**src/hdl/fdbf_pkg.sv**
```systemverilog
package fdbf_pkg;

  // array geometry
  localparam int BAND_COUNT = 256;
  localparam int BEAM_COUNT = 8;
  localparam int MIC_COUNT  = 4;

  // field and datapath widths
  localparam int BEAM_W = 3;
  localparam int BAND_W = 8;
  localparam int MIC_W  = 2;
  localparam int SMP_W  = 16;
  localparam int PROD_W = 2 * SMP_W;
  localparam int SUM_W  = PROD_W + 4;
  localparam int OUT_W  = 19;

  // per-cell weight memory: one entry per beam and band
  localparam int CELL_DEPTH = BEAM_COUNT * BAND_COUNT;
  localparam int ADDR_W     = (CELL_DEPTH > 1) ? $clog2(CELL_DEPTH) : 1;

  // request kinds
  localparam logic ACT_WRITE = 1'b0;
  localparam logic ACT_PROC  = 1'b1;

  // request token handed from cell to cell
  typedef struct packed {
    logic                                valid;
    logic                                action;
    logic                                in_range;
    logic [BEAM_W-1:0]                   beam;
    logic [BAND_W-1:0]                   band;
    logic [MIC_W-1:0]                    mic;
    logic signed [SMP_W-1:0]             w_re;
    logic signed [SMP_W-1:0]             w_im;
    logic [MIC_COUNT-1:0][SMP_W-1:0]     s_re;
    logic [MIC_COUNT-1:0][SMP_W-1:0]     s_im;
    logic signed [SUM_W-1:0]             sum_re;
    logic signed [SUM_W-1:0]             sum_im;
  } tok_t;

endpackage

```
**src/hdl/fdbf_out.sv**
```systemverilog
module fdbf_out (
  input  logic                                 clk,
  input  logic                                 rst,
  input  fdbf_pkg::tok_t                       tail,
  output logic                                 en,
  output logic                                 out_valid,
  input  logic                                 out_ready,
  output logic [fdbf_pkg::BAND_W-1:0]          out_band,
  output logic signed [fdbf_pkg::OUT_W-1:0]    out_re,
  output logic signed [fdbf_pkg::OUT_W-1:0]    out_im,
  output logic                                 skid_valid
);
  import fdbf_pkg::*;

  localparam int SH_W = SUM_W - 15;
  localparam logic signed [SH_W-1:0] SH_MAX = SH_W'(2 ** (OUT_W - 1) - 1);
  localparam logic signed [SH_W-1:0] SH_MIN = SH_W'(-(2 ** (OUT_W - 1)));

  logic                     res_valid;
  logic                     take;
  logic                     load_out;
  logic signed [OUT_W-1:0]  res_re;
  logic signed [OUT_W-1:0]  res_im;
  logic [BAND_W-1:0]        skid_band;
  logic signed [OUT_W-1:0]  skid_re;
  logic signed [OUT_W-1:0]  skid_im;

  // arithmetic shift right by 15 then clamp to the output range
  function automatic logic signed [OUT_W-1:0] sat_shift(input logic signed [SUM_W-1:0] v);
    logic signed [SH_W-1:0] sh;
    sh = $signed(v[SUM_W-1:15]);
    if (sh > SH_MAX) begin
      sh = SH_MAX;
    end else if (sh < SH_MIN) begin
      sh = SH_MIN;
    end
    return sh[OUT_W-1:0];
  endfunction

  assign res_re    = sat_shift(tail.sum_re);
  assign res_im    = sat_shift(tail.sum_im);
  assign res_valid = tail.valid && (tail.action == ACT_PROC);

  // chain moves while the skid slot is free
  assign en       = !skid_valid;
  assign take     = en && res_valid;
  assign load_out = !out_valid || out_ready;

  // output register and skid slot control
  always_ff @(posedge clk) begin
    if (rst) begin
      out_valid  <= 1'b0;
      skid_valid <= 1'b0;
    end else if (load_out) begin
      out_valid  <= skid_valid || take;
      skid_valid <= 1'b0;
    end else if (take) begin
      skid_valid <= 1'b1;
    end
  end

  // result payload
  always_ff @(posedge clk) begin
    if (load_out) begin
      if (skid_valid) begin
        out_band <= skid_band;
        out_re   <= skid_re;
        out_im   <= skid_im;
      end else begin
        out_band <= tail.band;
        out_re   <= res_re;
        out_im   <= res_im;
      end
    end else if (take) begin
      skid_band <= tail.band;
      skid_re   <= res_re;
      skid_im   <= res_im;
    end
  end

endmodule

```
**config.mk**
```make
export PLATFORM = sky130hd
export DESIGN_NAME = fdbf_out
export DESIGN_NICKNAME = d
export VERILOG_FILES = /design/src/hdl/fdbf_pkg.sv /design/src/hdl/fdbf_out.sv
export SDC_FILE = /design/constraint.sdc
export NUM_CORES = 1
export LEC_CHECK = 0
export BUFFER_PORTS_ARGS = -buffer_cell sky130_fd_sc_hd__buf_2
export CAP_MARGIN = 30
export CORE_AREA = 4 4 113 115
export CTS_BUF_LIST = sky130_fd_sc_hd__clkbuf_8
export DETAILED_ROUTE_END_ITERATION = 16
export DIE_AREA = 0 0 117 119
export HOLD_SLACK_MARGIN = 0.03
export PLACE_DENSITY = 0.71
export SLEW_MARGIN = 20
export SYNTH_ARGS = -nofsm -noshare
export SYNTH_HDL_FRONTEND = slang
export SYNTH_SLANG_ARGS = --single-unit
```
**constraint.sdc**
```tcl
create_clock -name clk -period 9.57 [get_ports clk]
set_input_delay 1.914 -clock clk [delete_from_list [all_inputs] [get_ports clk]]
set_output_delay 1.914 -clock clk [all_outputs]
set_load 0.1 [all_outputs]
```
# == After elaboration in Yosys (flattened, before gate mapping) ==
# Cells that the tools add are included.
# classes
order_cmp,4
n_reduce_logical,8
n_bitwise,1
muxes,7
# op_table
op,count
2-to-1 mux 19 bit,6
> comparator 21 x 19 -> 1 bit (second input constant),2
less-than comparator 21 x 19 -> 1 bit (second input constant),2
2-to-1 mux 8 bit,1
logical AND 1 bit,2
zero test 1 bit,2
logical OR 1 bit,2
AND reduction 2 bit,1
OR reduction 2 bit,1
inverter 1 bit,1
# word_totals
output_inout_bits,49
register_bits,94
word_cells,28
inputBits,251

# == Logic depth before layout (Yosys ltp) ==
# Gate-level depths: netlist of run 1.
# logic_depth
depth_word,4
ltp_mapped,5
mapped_depth_nobuf,3

# == Worst setup path before layout of run 1 ==
# OpenSTA, ideal clock, no wires.
# synth_path
path_kind,input -> register
start,in out_ready
end,"reg skid_band[0], enable pin"
cell_stages,2
n_path_buf,0
required_time_ps,9064
setup_time_ps,506
arrival_ps,6411
slack_ps,2653
path_cell_list,nand2b_1 > nor3_1
# synth_between
elab_chain_len,3
# synth_lines
item,line_no,rtl
from (decl),fdbf_out.sv:7,"input logic out_ready,"
logical OR 1 bit,fdbf_out.sv:47,assign load_out = !out_valid || out_ready;
inverter 1 bit (no line),-,
AND reduction 2 bit (no line),-,
to (signal assigned),fdbf_out.sv:75,skid_band <= tail.band;
to (decl),fdbf_out.sv:24,logic [BAND_W-1:0] skid_band;
# No other way between the ends.
# A chain may end at the register's enable or synchronous reset.

# == Final worst setup path of run 1 ==
# layout_path
start,reg skid_valid
end,out skid_valid
# layout_lines
item,line_no,rtl
from (decl),fdbf_out.sv:11,output logic skid_valid
from (signal assigned),fdbf_out.sv:53,skid_valid <= 1'b0;
from (signal assigned),fdbf_out.sv:56,skid_valid <= 1'b0;
from (signal assigned),fdbf_out.sv:58,skid_valid <= 1'b1;
# No word-level cell between the ends.

==> flow_metrics.py, run 1 <==
metrics = {
    "status": {
        "status": "completed",
    },
    "power_and_ir_drop": {
        "ir_drop_v": 0.000116,
        "power_frac_comb_pct": 22.2,
        "p_leak_nw": 1.85,
        "seq_power_share_pct": 47.8,
        "p_sw_w": 0.000322,
        "p_clk_share_pct": 30.0,
        "p_sw_share_pct": 31.9,
        "p_int_w": 0.000688,
        "cellPowerDensity_nw_per_um2": 205,
    },
    "grt": {
        "grt_overflow": 0,
        "grt_use_total_pct": 13.5,
        "grt_pass1_wl_um": 14100,
        "grt_max_degree": 70,
        "grt_pass1_vias": 2690,
        "antenna_found_initial": 8,
    },
    "cts": {
        "htreeDepth": 3,
        "cts_sinks": 94,
        "cts_inserted_buffers": 9,
        "clock_latency_ns": 0.36,
        "cts_setup_buffers": 0,
        "cts_tree": "built",
        "cts_hold_buf": 0,
        "cts_resized": 0,
        "path_clk_slew_ns": 0.09,
        "cts_root_buffer": "clkbuf_8",
        "clockBufferDepth": 2,
    },
    "job": {
        "maxCapViolCount": 0,
    },
    "setup_path": {
        "crit_chain": "buf_4, buf_2",
        "r2r_start": "skid_valid",
        "slowest_delay_ns": 0.55,
        "cp.arrival_ns": 1.82,
        "crit_start": "skid_valid",
        "critPathRequiredTime_ns": 7.66,
        "regToRegSetupSlack_ns": 7.38,
        "timing.rr.end": "out_re[0]",
        "critPathCapture": "skid_valid",
        "critPathLaunchType": "flip-flop",
        "critPathSlowestCell": "buf_2",
        "end_kind": "primary output",
        "critPathKind": "flip-flop to primary output",
        "r2r.worst_path.cells": 3,
        "critPathMaxFanout": 69,
    },
    "floorplanning": {
        "die_area_um2": 13900,
        "die_h_um": 119,
        "coreArea_um2": 11800,
        "rows": 40,
        "die_x_um": 117,
        "start_util_pct": 34.7,
        "io_pins": 300,
    },
    "finish": {
        "num-nets-final": 662,
        "layout_commonest_cell": "buf_2",
        "final_cell_area_um2": 4930,
        "fill_cells": 1133,
        "diodes": 0,
        "drive_gt1_share_pct": 38.9,
        "layout_common_cells": "103 x buf_2, 92 x edfxtp_1, 72 x nor2_1",
        "areaGrowthSynthToFinish_pct": 20.1,
    },
    "timing": {
        "clock_skew_ns": 0.00676,
        "fmax_mhz": 268,
        "maxSlewHeadroom_pct": 47.0,
        "hold_viol_final": 0,
        "setup_violations": 0,
        "tightest_slew_ns": 0.794,
        "fin_crit_sh_pct": 39.0,
        "slew_viol_final": 0,
        "tns_ns": 0,
        "rsz0062_at_grt": "false",
        "post-route-min-period_ns": 3.74,
    },
    "routing": {
        "drt-total-wl_um": 8930,
        "vias": 2699,
        "vias_per_cell": 4.79,
        "post-route-drc-count": 0,
        "postRouteAntennaNets": 0,
        "wl_per_cell_um": 15.9,
        "drt_iter0_drc": 156,
        "dr.pass1.iters": 4,
    },
    "logic_synthesis": {
        "netlist_area_um2": 4100,
        "ys_ff_latch": 94,
        "synthesis.nets": 569,
        "ys_warn_count": 0,
        "synth.distinct_cells": 22,
        "syn_inst": 318,
        "yosysSeqAreaShare_pct": 68.3,
        "avgSynthCellArea_um2": 12.9,
    },
    "placed_design": {
        "placed_area_um2": 4700,
        "dp_hpwl_um": 5850,
        "place.gp.congestion": 0.717,
        "io_buffers": 103,
    },
    "hold_path": {
        "min_path_type": "flip-flop to flip-flop",
    },
}
cell families (layout without fill, tap and decap cells):
| logic type | count (synthesis) | count (layout) | share of synthesized area, % |
|---|---|---|---|
| AO/OA/AOI/OAI | 76 | 76 | 15.0 |
| buffers and inverters | 25 | 123 | 3.38 |
| multiplexers | 10 | 10 | 2.74 |
| flip-flops | 94 | 94 | 68.3 |
| AND/OR/NAND/NOR | 113 | 113 | 10.5 |
sequential cells by signal, indices dropped and copies added (netlist names):
register	count
out_valid	1
skid_band	8
skid_im	19
out_band	8
out_im	19
skid_valid	1
skid_re	19
out_re	19
critical path: cells and delay by family (launching register included):
kind,cells,cell delay [ns]
flops,1,0.32
buf+inv,2,1.09
worst min-delay path by stage:
stage	start	to	slack, ns	depth (start not counted)
after global routing	skid_re[15]	out_re[15]	0.55	2
after floorplan	skid_im[0]	out_im[0]	0.50	2
final	skid_re[11]	out_re[11]	0.53	2
after global placement	skid_re[14]	out_re[14]	0.51	2
after CTS	skid_re[11]	out_re[11]	0.53	2
after detailed placement	skid_re[11]	out_re[11]	0.51	2
metal layers:
layer  wire length [µm]  part of all wire [%]  GRT usage (%)  vias to the layer above
li1                   -                     -              -                     1323
met1               3900                    44           16.9                     1240
met2               3740                    42           19.1                       92
met3               1010                    11           7.57                       28
met4                165                   1.8           5.38                       16
met5                112                   1.3              0                        -
per-stage QoR:
step           hold slack (ns)  setup slack, ns  util, %  cells  total power, W
2_1_floorplan            0.498             2.65        -    318        0.000681
3_3_place_gp             0.506             5.78     39.8    547        0.000714
3_5_place_dp             0.512             5.73     39.8    547        0.000718
4_1_cts                  0.534             5.77     41.7    563         0.00102
5_1_grt                  0.554             5.68     41.7    563         0.00105
6_report                 0.528             5.83     41.7    563         0.00101
layout make-up:
| cell class | instances | area [µm²] | area share, % |
|---|---|---|---|
| clock buffers | 9 | 124 | 2.51 |
| multi-input cells | 199 | 1170 | 23.7 |
| flip-flops and latches | 94 | 2800 | 56.9 |
| clock inverters | 7 | 106 | 2.16 |
| inverters | 1 | 3.75 | 0.0762 |
| well taps | 147 | 184 | 3.73 |
| repair buffers | 106 | 538 | 10.9 |
cells in the mapped netlist:
cell type | count | area share, %
a21boi_4 | 1 | 0.46
nand2_1 | 37 | 3.4
o21ai_2 | 10 | 2.1
dfxtp_1 | 2 | 0.98
or2_1 | 1 | 0.15
mux2_2 | 10 | 2.7
a21boi_0 | 18 | 3.3
o21ai_0 | 8 | 0.98
nor2_1 | 72 | 6.6
clkbuf_2 | 1 | 0.12
a21oi_1 | 2 | 0.24
buf_6 | 1 | 0.27
buf_2 | 10 | 1.2
inv_1 | 1 | 0.091
buf_4 | 2 | 0.37
clkbuf_1 | 9 | 0.82
nor3_1 | 2 | 0.24
buf_12 | 1 | 0.49
edfxtp_1 | 92 | 67
o31ai_1 | 18 | 3.3
o21ba_2 | 19 | 4.6
nand2b_1 | 1 | 0.15
power by group through the flow:
stage,logic (W),clock network [W],registers [W]
2_1_floorplan,0.0000466,0,0.000634
3_3_place_gp,0.000223,0,0.000492
3_5_place_dp,0.000226,0,0.000493
4_1_cts,0.000226,0.000314,0.000483
5_1_grt,0.000236,0.000331,0.000485
6_report,0.000224,0.000303,0.000483
No activity file was read; power rests on OpenSTA's default activity.
==> run 2: changes to the inputs <==
- ABC_AREA: unset -> 1
- CORE_AREA: 4 4 113 115 -> 4 4 114 116
- DIE_AREA: 0 0 117 119 -> 0 0 118 120
- PLACE_DENSITY: 0.71 -> 0.7
- clock period: 9.57 -> 3.29 ns (I/O delays scaled with it)
==> run 2 against run 1 <==
Net effect: clock skew is 0.00061 ns higher; sequential cell count stayed put; global-route usage is 1.5 points lower; via count is 3.6% lower; highest routed layer unchanged.
==> flow_metrics.py, run 2 <==
metrics = {
    "placed_design": {
        "dpl_worst_slack_ns": 1.27,
        "place.gp.congestion": 0.712,
        "io_buffers": 103,
        "placed_area_um2": 4490,
        "dp_hpwl_um": 5420,
    },
    "routing": {
        "postRouteAntennaNets": 0,
        "wl_per_cell_um": 14.2,
        "vias": 2601,
        "dr.pass1.iters": 6,
        "vias_per_cell": 4.42,
        "drt-total-wl_um": 8360,
        "post-route-drc-count": 0,
        "drt_iter0_drc": 176,
    },
    "logic_synthesis": {
        "synth_top_cell_area_share_pct": 71.1,
        "netlist_top_cells_count": "189 x nand2_1, 92 x edfxtp_1, 21 x nand2_2",
        "synth.distinct_cells": 18,
        "ys_ff_latch": 94,
        "async_flop_share_pct": 0,
        "avgSynthCellArea_um2": 11.6,
        "synthesis.nets": 585,
        "yosys.area.top_type": "edfxtp_1",
        "netlist_area_um2": 3880,
        "syn_inst": 334,
        "synth_ff_type": "edfxtp_1",
        "yosys.cell_count.top_type": "nand2_1",
        "ys_warn_count": 0,
        "synth-edff-count": 92,
        "synthTopCellsByArea": "edfxtp_1 71%, nand2_1 18%, nand2_2 3.4%, buf_12 1.0%, dfxtp_1 1.0%",
        "yosysSeqAreaShare_pct": 72.1,
    },
    "floorplanning": {
        "die_area_um2": 14200,
        "die_h_um": 120,
        "rows": 40,
        "coreArea_um2": 11900,
        "die_x_um": 118,
        "io_pins": 300,
        "start_util_pct": 32.6,
    },
    "grt": {
        "antenna_found_initial": 1,
        "grt_pass1_wl_um": 13200,
        "grt_use_total_pct": 12.0,
        "grt_pass1_vias": 2560,
        "grt_overflow": 0,
        "grt_max_degree": 49,
    },
    "setup_path": {
        "critPathMaxFanout": 21,
        "cp_num_buf_inv": 1,
        "end_kind": "primary output",
        "slowest_delay_ns": 0.62,
        "cpLargestDelayFamily": "flip-flops",
        "path_depth": 1,
        "crit_start": "skid_valid",
        "crit_chain": "buf_2",
        "critPathKind": "flip-flop to primary output",
        "critPathRequiredTime_ns": 2.63,
        "r2r.worst_path.cells": 3,
        "critPathSlowestCell": "dfxtp_2",
        "critPathCapture": "skid_valid",
        "cp.arrival_ns": 1.50,
        "regToRegSetupSlack_ns": 1.34,
        "r2r_start": "skid_valid",
        "critPathLaunchType": "flip-flop",
        "timing.rr.end": "skid_im[5]",
    },
    "timing": {
        "hold_viol_final": 0,
        "tns_ns": 0,
        "fmax_mhz": 463,
        "slew_viol_final": 0,
        "tightest_slew_ns": 0.666,
        "fin_crit_sh_pct": 65.7,
        "clock_skew_ns": 0.00738,
        "maxSlewHeadroom_pct": 55.4,
        "post-route-min-period_ns": 2.16,
        "setup_ws_ns": 1.13,
        "setup_violations": 0,
        "rsz0062_at_grt": "false",
    },
    "hold_path": {
        "min_path_type": "input pin to flip-flop",
        "whs_path_depth": 1,
    },
    "finish": {
        "areaGrowthSynthToFinish_pct": 20.6,
        "diodes": 0,
        "layout_commonest_cell": "nand2_1",
        "final_cell_area_um2": 4680,
        "num-nets-final": 687,
        "layout_common_cells": "188 x nand2_1, 103 x buf_2, 92 x edfxtp_1",
        "fill_cells": 1194,
        "drive_gt1_share_pct": 34.5,
    },
    "cts": {
        "cts_inserted_buffers": 9,
        "cts_resized": 0,
        "cts_root_buffer": "clkbuf_8",
        "clockBufferDepth": 2,
        "htreeDepth": 3,
        "cts_hold_buf": 0,
        "path_clk_slew_ns": 0.08,
        "cts_setup_buffers": 0,
        "cts_tree": "built",
        "cts_sinks": 94,
        "clock_latency_ns": 0.37,
    },
    "job": {
        "maxCapViolCount": 0,
    },
    "power_and_ir_drop": {
        "cellPowerDensity_nw_per_um2": 599,
        "ir_drop_v": 0.000244,
        "p_leak_nw": 2.08,
    },
    "status": {
        "status": "completed",
    },
}
## run 2: worst min-delay path by stage
stage / from / to / slack (ns)
5_1_grt: tail[241] / skid_band[7] / 0.46
3_3_place_gp: skid_band[2] / out_band[2] / 0.50
6_report: tail[241] / skid_band[7] / 0.48
2_1_floorplan: skid_band[0] / out_band[0] / 0.49
3_5_place_dp: skid_im[6] / out_im[6] / 0.51
4_1_cts: tail[241] / skid_band[7] / 0.46
## run 2: routing by layer
metal,track usage (%),vias to the layer above,wire length (µm)
met3,4.29,14,678
met5,0,-,12
met4,5.64,2,150
met2,17.5,91,3510
li1,-,1299,-
met1,15.9,1195,4000
## run 2: area by class of cell
| type | count | area [µm²] | area share [%] |
|---|---|---|---|
| Timing Repair Buffer | 107 | 546 | 11.6 |
| Tap cell | 147 | 184 | 3.93 |
| Multi-Input combinational cell | 220 | 946 | 20.2 |
| Clock buffer | 10 | 138 | 2.94 |
| Clock inverter | 6 | 52.6 | 1.12 |
| Inverter | 4 | 15.0 | 0.321 |
| Sequential cell | 94 | 2800 | 59.9 |
## run 2: where the power goes
group | internal [W] | switching, W | total, W
registers | 0.00139 | 0.0000165 | 0.00141
clock network | 0.000363 | 0.000395 | 0.000758
logic | 0.0000960 | 0.000544 | 0.000640
## run 2: per-stage QoR
stage               util [%]  cells  power, W  hold WS (ns)
finish                  39.3    588   0.00280         0.485
global placement        37.7    572   0.00207         0.498
detailed placement      37.7    572   0.00208         0.506
floorplan                  -    334   0.00197         0.494
CTS                     39.3    588   0.00284         0.462
global route            39.3    588   0.00292         0.463
## run 2: logic make-up (layout without fill, tap and decap cells)
kind of cell,Yosys count,in the layout,share of synthesized area [%]
AOI/OAI and AO/OA,6,6,1.42
buffers and inverters,20,127,3.99
DFF,94,94,72.1
and+or+nand+nor,214,214,22.4
==> run 3: changes to the inputs <==
- clock period: 3.29 -> 1.74 ns (I/O delays scaled with it)
==> run 3 against run 2 <==
Net effect: first-iteration DRC count is 40% lower; wire length up 2.3%; highest routed layer unchanged; via count grew 0.42%; setup slack got worse by 1.0 ns; clock power up 100%; non-clock buffer count rose by 8.
==> flow_metrics.py, run 3 (synthesis results as in run 2) <==
metrics = {
    "power_and_ir_drop": {
        "p_leak_nw": 2.13,
        "cellPowerDensity_nw_per_um2": 1130,
        "ir_drop_v": 0.000393,
        "power_w": 0.00541,
    },
    "cts": {
        "clockBufferDepth": 2,
        "htreeDepth": 3,
        "cts_root_buffer": "clkbuf_8",
        "cts_inserted_buffers": 9,
        "clock_latency_ns": 0.36,
        "cts_tree": "built",
        "cts_sinks": 94,
        "path_clk_slew_ns": 0.08,
        "cts_setup_buffers": 0,
    },
    "job": {
        "maxCapViolCount": 0,
    },
    "grt": {
        "grt_use_total_pct": 12.5,
        "grt_pass1_vias": 2645,
        "antenna_found_initial": 3,
        "grt_pass1_wl_um": 13700,
        "grt_overflow": 0,
        "grt_max_degree": 33,
    },
    "finish": {
        "areaGrowthSynthToFinish_pct": 23.7,
        "diodes": 0,
        "num-nets-final": 695,
        "utilization_pct": 40.4,
        "layout_commonest_cell": "nand2_1",
        "layout_common_cells": "188 x nand2_1, 101 x buf_2, 92 x edfxtp_1",
        "drive_gt1_share_pct": 35.6,
    },
    "setup_path": {
        "end_kind": "primary output",
        "cp.arrival_ns": 1.29,
        "critPathLaunchType": "flip-flop",
        "critPathRequiredTime_ns": 1.39,
        "critPathMaxFanout": 25,
        "critPathSlowestCell": "dfxtp_4",
        "slowest_delay_ns": 0.41,
        "critPathKind": "flip-flop to primary output",
        "crit_chain": "inv_4, buf_12",
    },
    "timing": {
        "tightest_slew_ns": 0.517,
        "post-route-min-period_ns": 1.64,
        "setup_violations": 0,
        "maxSlewHeadroom_pct": 65.7,
        "fin_crit_sh_pct": 94.0,
        "slew_viol_final": 0,
        "rsz0062_at_grt": "false",
        "clock_skew_ns": 0.00984,
        "hold_viol_final": 0,
        "fmax_mhz": 611,
    },
    "floorplanning": {
        "start_util_pct": 32.6,
        "die_x_um": 118,
        "die_h_um": 120,
        "rows": 40,
        "coreArea_um2": 11900,
        "die_area_um2": 14200,
        "io_pins": 300,
    },
    "routing": {
        "wl_per_cell_um": 14.4,
        "postRouteAntennaNets": 0,
        "vias_per_cell": 4.38,
        "drt-total-wl_um": 8550,
        "vias": 2612,
        "post-route-drc-count": 0,
        "drt_iter0_drc": 105,
        "dr.pass1.iters": 5,
    },
    "status": {
        "status": "completed",
    },
    "placed_design": {
        "place.gp.congestion": 0.715,
        "io_buffers": 103,
        "dp_hpwl_um": 5970,
    },
    "hold_path": {
        "min_path_type": "input pin to flip-flop",
    },
}
[run 3: cell types whose count changed in the layout (fill, tap and decap cells not counted), sizes merged]
cell / previous run / this run
inv: 5 / 6
clkinv: 4 / 3
clkbuf: 10 / 9
bufinv: 1 / 2
buf: 107 / 115
[run 3: power by group]
part,internal (W),total [W],switching (W)
Combinational,0.000191,0.00122,0.00103
Clock,0.000790,0.00153,0.000739
Sequential,0.00263,0.00266,0.0000313
[run 3: area by class of cell]
type / count / area (µm²)
clock buffers: 9 / 124
multi-input cells: 220 / 955
fillers: 1169 / 7100
well taps: 147 / 184
inverters: 4 / 17.5
clock inverters: 7 / 81.3
repair buffers: 115 / 636
flip-flops and latches: 94 / 2810
[run 3: what timing repair did]
item	CTS	global route
resized for setup	1	0
hold buffers	0	0
endpoints found under the setup margin	1	0
[run 3: through the flow]
step	area [µm²]	std cells	setup WS (ns)	hold WS [ns]	TNS, ns
after floorplan	3920	334	-0.682	0.447	-31.39
after global placement	4600	580	0.163	0.500	0
after detailed placement	4600	580	0.168	0.500	0
after CTS	4810	596	0.0678	0.153	0
after global routing	4810	596	0.0265	0.152	0
final	4810	596	0.104	0.185	0
[run 3: worst max-delay path, delay by kind of cell, from the launching register on]
| kind | cells | cell delay [ns] |
|---|---|---|
| buffers and inverters | 2 | 0.51 |
| flip-flops | 1 | 0.41 |
[run 3: routing by layer]
layer	GRT usage [%]	vias up	routed length [µm]
met4	5.71	6	166
met5	0	-	48
met3	5.00	18	623
met1	16.0	1183	4000
li1	-	1314	-
met2	18.6	91	3720
[run 3: worst paths after layout]
kind,start,end,slack (ns),cells past startpoint
max,skid_valid,en,0.10,2
min,tail[239],skid_band[5],0.18,1
max reg2reg,out_valid,skid_im[8],0.41,3
min reg2reg,skid_band[1],out_band[1],0.52,2
